--- config.mk ---
export PLATFORM = sky130hd
export DESIGN_NAME = prq_ctrl
export DESIGN_NICKNAME = d
export VERILOG_FILES = /design/src/rtl/core/prq_pkg.sv /design/src/rtl/core/prq_ctrl.sv
export SDC_FILE = /design/constraint.sdc
export NUM_CORES = 1
export LEC_CHECK = 0
export BUFFER_PORTS_ARGS = -buffer_cell sky130_fd_sc_hd__buf_2
export CORE_AREA = 5 5 42 44
export CTS_BUF_LIST = sky130_fd_sc_hd__clkbuf_8
export DETAILED_ROUTE_END_ITERATION = 6
export DIE_AREA = 0 0 47 49
export GPL_TIMING_DRIVEN = 1
export PLACE_DENSITY = 0.43
export SYNTH_ARGS = -nofsm -noshare
export SYNTH_HDL_FRONTEND = slang
export SYNTH_SLANG_ARGS = --single-unit
--- constraint.sdc ---
create_clock -name i_clk -period 0.9 [get_ports i_clk]
set_input_delay 0.09 -clock i_clk [delete_from_list [all_inputs] [get_ports i_clk]]
set_output_delay 0.09 -clock i_clk [all_outputs]
set_load 0.01 [all_outputs]
--- src/rtl/core/prq_pkg.sv ---
// Package for the packet ring queue: sizes, codes and controller/datapath interface types.
`default_nettype none

package prq_pkg;

    localparam int QUEUE_SLOTS = 16;
    localparam int SLOT_BYTES  = 64;

    localparam int SLOT_W     = (QUEUE_SLOTS > 1) ? $clog2(QUEUE_SLOTS) : 1;
    localparam int LEN_W      = $clog2(SLOT_BYTES + 1);
    localparam int COUNT_W    = $clog2(QUEUE_SLOTS + 1);
    localparam int MEM_DEPTH  = QUEUE_SLOTS * SLOT_BYTES;
    localparam int ADDR_W     = $clog2(MEM_DEPTH);
    localparam int MAX_TAKE_W = 7;
    localparam int BYTE_W     = 8;
    localparam int STATUS_W   = 3;

    localparam logic FUNC_PUSH = 1'b0;
    localparam logic FUNC_POP  = 1'b1;

    typedef enum logic [STATUS_W-1:0] {
        ST_DATA     = 3'd0,
        ST_FULL     = 3'd1,
        ST_EMPTY    = 3'd2,
        ST_DISCARD  = 3'd3,
        ST_OVERLONG = 3'd4
    } t_status;

    typedef enum logic [1:0] {
        S_IDLE,
        S_READ,
        S_WAIT
    } t_state;

    typedef struct packed {
        logic accept_push;
        logic accept_pop;
        logic rd_issue;
        logic emit_byte;
    } t_cmd;

    typedef struct packed {
        logic out_free;
        logic q_empty;
        logic pop_len_zero;
        logic byte_final;
    } t_stat;

endpackage

`default_nettype wire

--- src/rtl/core/prq_ctrl.sv ---
// Controller state machine of the packet ring queue: input handshake and pop streaming.
`default_nettype none

module prq_ctrl (
    input  wire logic          i_clk,
    input  wire logic          i_rst_n,
    input  wire logic          i_in_valid,
    input  wire logic          i_func,
    input  wire prq_pkg::t_stat i_stat,
    output prq_pkg::t_cmd      o_cmd,
    output logic               o_in_ready
);

    prq_pkg::t_state r_state;
    prq_pkg::t_state n_state;

    always_ff @(posedge i_clk) begin
        if (!i_rst_n) begin
            r_state <= prq_pkg::S_IDLE;
        end else begin
            r_state <= n_state;
        end
    end

    // Next state.
    always_comb begin
        n_state = r_state;
        case (r_state)
            prq_pkg::S_IDLE: begin
                if (i_in_valid && i_stat.out_free && (i_func == prq_pkg::FUNC_POP)
                        && !i_stat.q_empty && !i_stat.pop_len_zero) begin
                    n_state = prq_pkg::S_READ;
                end
            end
            prq_pkg::S_READ: begin
                n_state = prq_pkg::S_WAIT;
            end
            prq_pkg::S_WAIT: begin
                if (i_stat.out_free) begin
                    n_state = i_stat.byte_final ? prq_pkg::S_IDLE : prq_pkg::S_READ;
                end
            end
            default: begin
                n_state = prq_pkg::S_IDLE;
            end
        endcase
    end

    // Commands to the datapath.
    always_comb begin
        o_cmd      = '0;
        o_in_ready = 1'b0;
        case (r_state)
            prq_pkg::S_IDLE: begin
                o_in_ready = i_stat.out_free;
                if (i_in_valid && i_stat.out_free) begin
                    if (i_func == prq_pkg::FUNC_POP) begin
                        o_cmd.accept_pop = 1'b1;
                    end else begin
                        o_cmd.accept_push = 1'b1;
                    end
                end
            end
            prq_pkg::S_READ: begin
                o_cmd.rd_issue = 1'b1;
            end
            prq_pkg::S_WAIT: begin
                o_cmd.emit_byte = i_stat.out_free;
            end
            default: begin
                o_cmd = '0;
            end
        endcase
    end

endmodule

`default_nettype wire

---- Yosys cells after proc, flatten, opt, wreduce, memory -nomap -nowiden ----
Index checks and enable logic that the tools add are counted.
Widths: inputs -> output; s select.
operators by class
  equality and inequality tests ........... 4
  mux-type cells .......................... 11
  reduce and logical (&&, ||, !) cells .... 8
operators by type and width
  cell                count
  $mux 2              4
  $mux 1              6
  $pmux 2 s3          1
  $logic_and 1x1->1   4
  $ne 2x2->1 const B  2
  $eq 2x1->1 const B  1
  $eq 2x2->1 const B  1
  $logic_not 1->1     2
  $logic_not 2->1     1
  $reduce_and 2->1    1
storage, ports and cells
  bits in registers ....................... 2
  input bits .............................. 8
  output and inout bits ................... 5
  logic and storage cells ................. 24

---- Logic depth before layout (Yosys ltp) ----
Gate-level depths: netlist (run 1).
  depth in word-level cells ............... 6
  mapped depth ............................ 2
  gate-level depth less buffers ........... 2

---- Least setup slack after synthesis (run 1) ----
Ideal clock, no wire load.
  path kind ............................... reg2out
  from .................................... register r_state[0]
  to ...................................... output port o_cmd[3] in the netlist's numbering
  arrival ................................. 896 ps
  path slack .............................. -86 ps
  stages on the path, launching flop included .. 3
  path buffers ............................ 0
  cells stage by stage .................... dfxtp_1 -> nand2b_4 -> nor4b_1
RTL lines
  item                    line            text
  start, declared         prq_ctrl.sv:14  prq_pkg::t_state r_state;
  start signal, assigned  prq_ctrl.sv:19  r_state <= prq_pkg::S_IDLE;
  start signal, assigned  prq_ctrl.sv:21  r_state <= n_state;
  end, declared           prq_ctrl.sv:10  output prq_pkg::t_cmd o_cmd,

==> results.ini, run 1 <==
[final_layout]
regMostFlops = r_state
synthToLayoutAreaGrowth_pct = 114
fin_area_sq_um = 338
num-nets-final = 45
largest_reg_flops = 2
layout-drive-gt1-share_pct = 80.0
fill_cells = 165
antennaDiodeCount = 0
largest_registers = r_state: 2 flops
final_cells = 51

[drt]
drtAntennaViolNets = 0
vias = 188
first_iter_violations = 5
totalWireLength_um = 528
firstDrtPassIters = 4
post-route-drc-count = 0
viasPerCell = 3.69
drt-wirelength-per-cell_um = 10.4

[power_and_ir_drop]
p_comb_share_pct = 12.3
seqPwrFrac_pct = 18.1
ir_drop_mv = 0.994
swShare_pct = 19.6
p_clk_share_pct = 69.7
power_density_mw_per_mm2 = 1500
p_sw_mw = 0.0989
leakage_nw = 0.156
p_int_mw = 0.407

[clocking]
cts_buffers = 3
cts.htree.levels = 1
tritoncts = yes
clock_latency_ps = 210
cts-root-buf = clkbuf_8
cts_buffer_depth = 2
hold_buffers = 0
clock-sinks = 2
path_clk_slew_ps = 30

[setup_path]
criticalPathCategory = flip-flop to output port
cp.required_ps = 810
end_kind = output port
slowest_delay_ps = 310
critPathSlowestCell = dfxtp_2
cp_top_family = simple AND/OR/NAND/NOR gates
critPathMaxFanout = 3
path_cells = nand2b_4, nor4b_2, buf_2
path_buf_inv = 1
crit_arrival_ps = 1030
start_kind = flip-flop

[place]
gp_congestion = 0.631
post-dp-hpwl_um = 414
port-buffer-count = 12
placedCellCount = 46
pre_cts_ws_ps = -34.5
placed_cell_area_sq_um = 251

[sta]
worst_slack_ps = -217
drv_slew = 0
rsz0062_at_grt = true
layout_min_cycle_time_ps = 1120
tightest_slew_ps = 255
fmax_mhz = 896
finalCritPeriodShare_pct = 124
hold_slack_ps = 121
clock_skew_ps = 3.67
finalHoldViolCount = 0
finalSetupViolations = 7
slew-limit-headroom_pct = 82.7

[die]
io_pins = 13
die_y_um = 49
coreArea_sq_mm = 0.00140
rows = 14
die_w_um = 47
die_area_sq_mm = 0.00230
initial_core_util_pct = 11.2

[grt]
overflow = 0
grt_pass1_vias = 194
antenna_found_initial = 0
grt_max_degree = 7
grt_pass1_wl_um = 924
grt.total_usage_pct = 6.18

[synthesis]
ys_ff_latch = 2
synth_cell_types = 15
synth_edf_count = 0
yosysTopAreaCellShare_pct = 25.4
syn_avg_cell_area_sq_um = 9.27
syn_nets = 25
ys_warn_count = 0
synth_area_leaders = dfxtp_1 (25%), nand2b_4 (8.7%), and4bb_1 (7.9%)
ys_seq_area_share_pct = 25.4
ys_async_sr_fraction_pct = 0
ys.flop_type = dfxtp_1
yosysTopAreaCell = dfxtp_1
syn_inst = 17
synth_top_cells_by_count = dfxtp_1 (2), nor2_1 (2)
syn_area_sq_um = 158

[outcome]
outcome = finished with violations
violations = negative setup slack

[flow_run]
maxCapViolCount = 0

[min_path]
hp-class = primary input to flip-flop

-- area by class of cell --
type                    count  area (sq um)  share of cell area, %
clock buffers               3          41.3                   12.2
inverters                   1          3.75                   1.11
multi-input cells          13           128                   37.8
repair buffers             16           103                   30.4
well taps                  16          20.0                   5.93
flip-flops and latches      2          42.5                   12.6
-- logic make-up (layout without fill, tap and decap cells) --
kind of cell / after synthesis / after routing / synth area share [%]
buffers and inverters: 2 / 20 / 7.14
AOI/OAI and AO/OA: 2 / 2 / 10.3
and+or+nand+nor: 11 / 11 / 57.1
DFF: 2 / 2 / 25.4
-- cells in the final DEF (no fill, tap or decap) --
cell type   n
a22o_1      1
and2b_2     1
and4bb_1    1
and4bb_2    1
buf_2      10
buf_4       4
buf_6       2
clkbuf_8    3
dfxtp_2     2
inv_1       1
nand2_1     1
nand2b_4    1
nor2_2      1
nor2_4      1
nor3_2      1
nor3b_1     1
nor4b_2     1
nor4bb_1    1
o21a_1      1
-- worst paths after layout --
| kind | from | endpoint | slack (ps) | depth (start not counted) |
|---|---|---|---|---|
| worst min-delay path | i_rst_n | r_state[1]$_SDFFE_PN0P_ | 120 | 2 |
| worst max-delay path | r_state[0]$_SDFFE_PN0P_ | o_cmd[3] | -220 | 3 |
| worst min register to register | r_state[1]$_SDFFE_PN0P_ | r_state[1]$_SDFFE_PN0P_ | 670 | 2 |
| worst max register to register | r_state[0]$_SDFFE_PN0P_ | r_state[1]$_SDFFE_PN0P_ | -130 | 4 |
-- what timing repair did --
item | CTS | global route
buffers inserted | 1 | 1
setup endpoints to repair | 7 | 7
gates resized for setup | 3 | 5
pin swaps | 2 | 1
-- per-stage QoR --
| stage | TNS, ps | total power, mW | util [%] |
|---|---|---|---|
| after floorplan | -26.4 | 0.115 | - |
| after global placement | -117 | 0.148 | 17.9 |
| after detailed placement | -105 | 0.148 | 17.9 |
| after CTS | -1120 | 0.513 | 22.1 |
| after global routing | -1470 | 0.540 | 24.1 |
| final | -1100 | 0.506 | 24.1 |
-- power groups by stage --
stage          Sequential (mW)  Combinational [mW]  Clock (mW)
6_report                0.0914              0.0621       0.352
5_1_grt                 0.0917              0.0688       0.379
4_1_cts                 0.0914              0.0572       0.364
3_5_place_dp            0.0926              0.0552           0
3_3_place_gp            0.0925              0.0559           0
2_1_floorplan           0.0924              0.0222           0
-- per-layer routing --
layer / track usage [%] / share of wire (%) / vias up
met4: 2.76 / 1.1 / 0
met1: 7.42 / 49 / 72
met5: 0 / 0 / -
met3: 9.23 / 28 / 2
li1: - / - / 99
met2: 5.20 / 22 / 15
Power figures use the tool's default switching activity.
==> inputs of run 2 (changes only) <==
Settings changed: CTS_CLUSTER_DIAMETER set to 100, PLACE_DENSITY 0.43 to unset.
==> results.ini, run 2 (same netlist as run 1, synthesis figures left out) <==
[die]
io_pins = 13  ; unchanged
initial_core_util_pct = 11.2  ; unchanged
die_w_um = 47  ; unchanged
die_area_sq_mm = 0.00230  ; unchanged
die_y_um = 49  ; unchanged
coreArea_sq_mm = 0.00140  ; unchanged
rows = 14  ; unchanged

[setup_path]
path_buf_inv = 1  ; unchanged
criticalPathCategory = flip-flop to output port
reg2reg_depth = 3  ; -1
r2r_start = r_state[1]$_SDFFE_PN0P_
critPathSlowestCell = dfxtp_2
slowest_delay_ps = 300  ; about the same
regToRegSetupSlack_ps = -80  ; +50 ps
end_kind = output port
cp.required_ps = 810  ; about the same
timing.rr.end = r_state[0]$_SDFFE_PN0P_
critPathMaxFanout = 3  ; unchanged
cp_top_family = simple AND/OR/NAND/NOR gates
crit_arrival_ps = 1040  ; about the same
start_kind = flip-flop
path_cells = nand2b_4, nor4b_2, buf_2
crit_path_start = r_state[0]$_SDFFE_PN0P_

[min_path]
hold_depth = 2  ; unchanged
hp-class = primary input to flip-flop
min_from = i_rst_n
hold_path_end = r_state[1]$_SDFFE_PN0P_

[sta]
layout_min_cycle_time_ps = 1130  ; +12.1 ps
rsz0062_at_grt = true
tightest_slew_ps = 246  ; -9.36 ps
finalSetupViolations = 7  ; unchanged
drv_slew = 0  ; unchanged
fmax_mhz = 886  ; -1.1%
worst_slack_ps = -229  ; -12.1 ps
tns_ps = -962  ; +135 ps
finalHoldViolCount = 0  ; unchanged
clock_skew_ps = 0.581  ; -3.09 ps
slew-limit-headroom_pct = 83.4  ; +0.63 points
finalCritPeriodShare_pct = 125  ; +1.3 points

[final_layout]
final_cells = 51  ; unchanged
layout-drive-gt1-share_pct = 77.1  ; -2.9 points
final_cell_mix = buf_2 (11), buf_4 (4), clkbuf_8 (3)
final_common_cell = buf_2
largest_registers = r_state: 2 flops
regMostFlops = r_state
largest_reg_flops = 2  ; unchanged
antennaDiodeCount = 0  ; unchanged
seqCellArea_sq_um = 45.0  ; +5.9%
fin_area_sq_um = 327  ; -3.3%
synthToLayoutAreaGrowth_pct = 107
fin_util_pct = 23.3  ; -0.80 points
num-nets-final = 45  ; unchanged
multi_input_area_sq_um = 120  ; -5.9%
fill_cells = 162  ; -1.8%

[drt]
first_iter_violations = 4  ; -1
post-route-drc-count = 0  ; unchanged
firstDrtPassIters = 2  ; -2
totalWireLength_um = 482  ; -8.7%
vias = 189  ; +0.53%
drtAntennaViolNets = 0  ; unchanged
drt-wirelength-per-cell_um = 9.45  ; -8.7%
viasPerCell = 3.71  ; +0.53%

[grt]
grt_max_degree = 7  ; unchanged
grt_pass1_wl_um = 738  ; -20%
grt_pass1_vias = 195  ; +0.52%
antenna_found_initial = 0  ; unchanged
overflow = 0  ; unchanged
grt.total_usage_pct = 5.06  ; -1.1 points

[clocking]
cts.htree.levels = 1  ; unchanged
cts_buffers = 3  ; unchanged
clock-sinks = 2  ; unchanged
cts_buffer_depth = 2  ; unchanged
path_clk_slew_ps = 30  ; about the same
tritoncts = yes
hold_buffers = 0  ; unchanged
clock_latency_ps = 210  ; about the same
cts-root-buf = clkbuf_8

[power_and_ir_drop]
power.total_mw = 0.497  ; -1.7%
power_density_mw_per_mm2 = 1520  ; +1.7%
leakage_nw = 0.155  ; -0.46%
ir_drop_mv = 0.495  ; -50%

[place]
gp_congestion = 0.674  ; +6.8%
port-buffer-count = 12  ; unchanged
placedCellCount = 46  ; unchanged
placed_cell_area_sq_um = 251  ; unchanged

[flow_run]
maxCapViolCount = 0  ; unchanged

[outcome]
violations = negative setup slack
outcome = finished with violations

run 2: per-stage QoR:
step	hold slack, ps	worst slack, ps
2_1_floorplan	208	-14.4
3_3_place_gp	332	-40.7
3_5_place_dp	336	-42.5
4_1_cts	114	-248
5_1_grt	125	-266
6_report	115	-229
run 2: metal layers:
layer	track usage [%]	wire, um	vias to the layer above
li1	-	-	100
met1	3.94	139	82
met2	6.79	273	7
met3	3.32	69	0
met4	6.91	0	0
met5	0	0	-
run 2: cell type report:
class	count	share of cell area, %
Clock buffer	3	12.6
Timing Repair Buffer	16	29.5
Inverter	1	1.15
Sequential cell	2	13.8
Tap cell	16	6.13
Multi-Input combinational cell	13	36.8
run 2: report_power, final:
part	leakage (nW)	internal, mW	switching (mW)
Sequential	0.0174	0.0878	0.000677
Combinational	0.116	0.0328	0.0251
Clock	0.0216	0.283	0.0683
run 2: timing repair:
action | 4_1_cts | 5_1_grt
setup endpoints to repair | 7 | 7
gates resized for setup | 4 | 2
buffers inserted | 1 | 1
pin swaps | 3 | 1
run 2: worst max path at each step:
| stage | endpoint | slack (ps) | depth (start not counted) |
|---|---|---|---|
| finish | o_cmd[3] | -230 | 3 |
| global route | o_cmd[3] | -270 | 3 |
| CTS | o_cmd[3] | -250 | 3 |
| detailed placement | o_cmd[3] | -40 | 3 |
| global placement | o_cmd[3] | -40 | 3 |
| floorplan | r_state[0]$_SDFFE_PN0P_ | -10 | 2 |
run 2: worst register-to-register path, delay by kind of cell, from the launching register on:
kind	cells	cell delay [ps]
flops	1	340
simple gates	1	220
compound gates	1	180
buf+inv	1	130
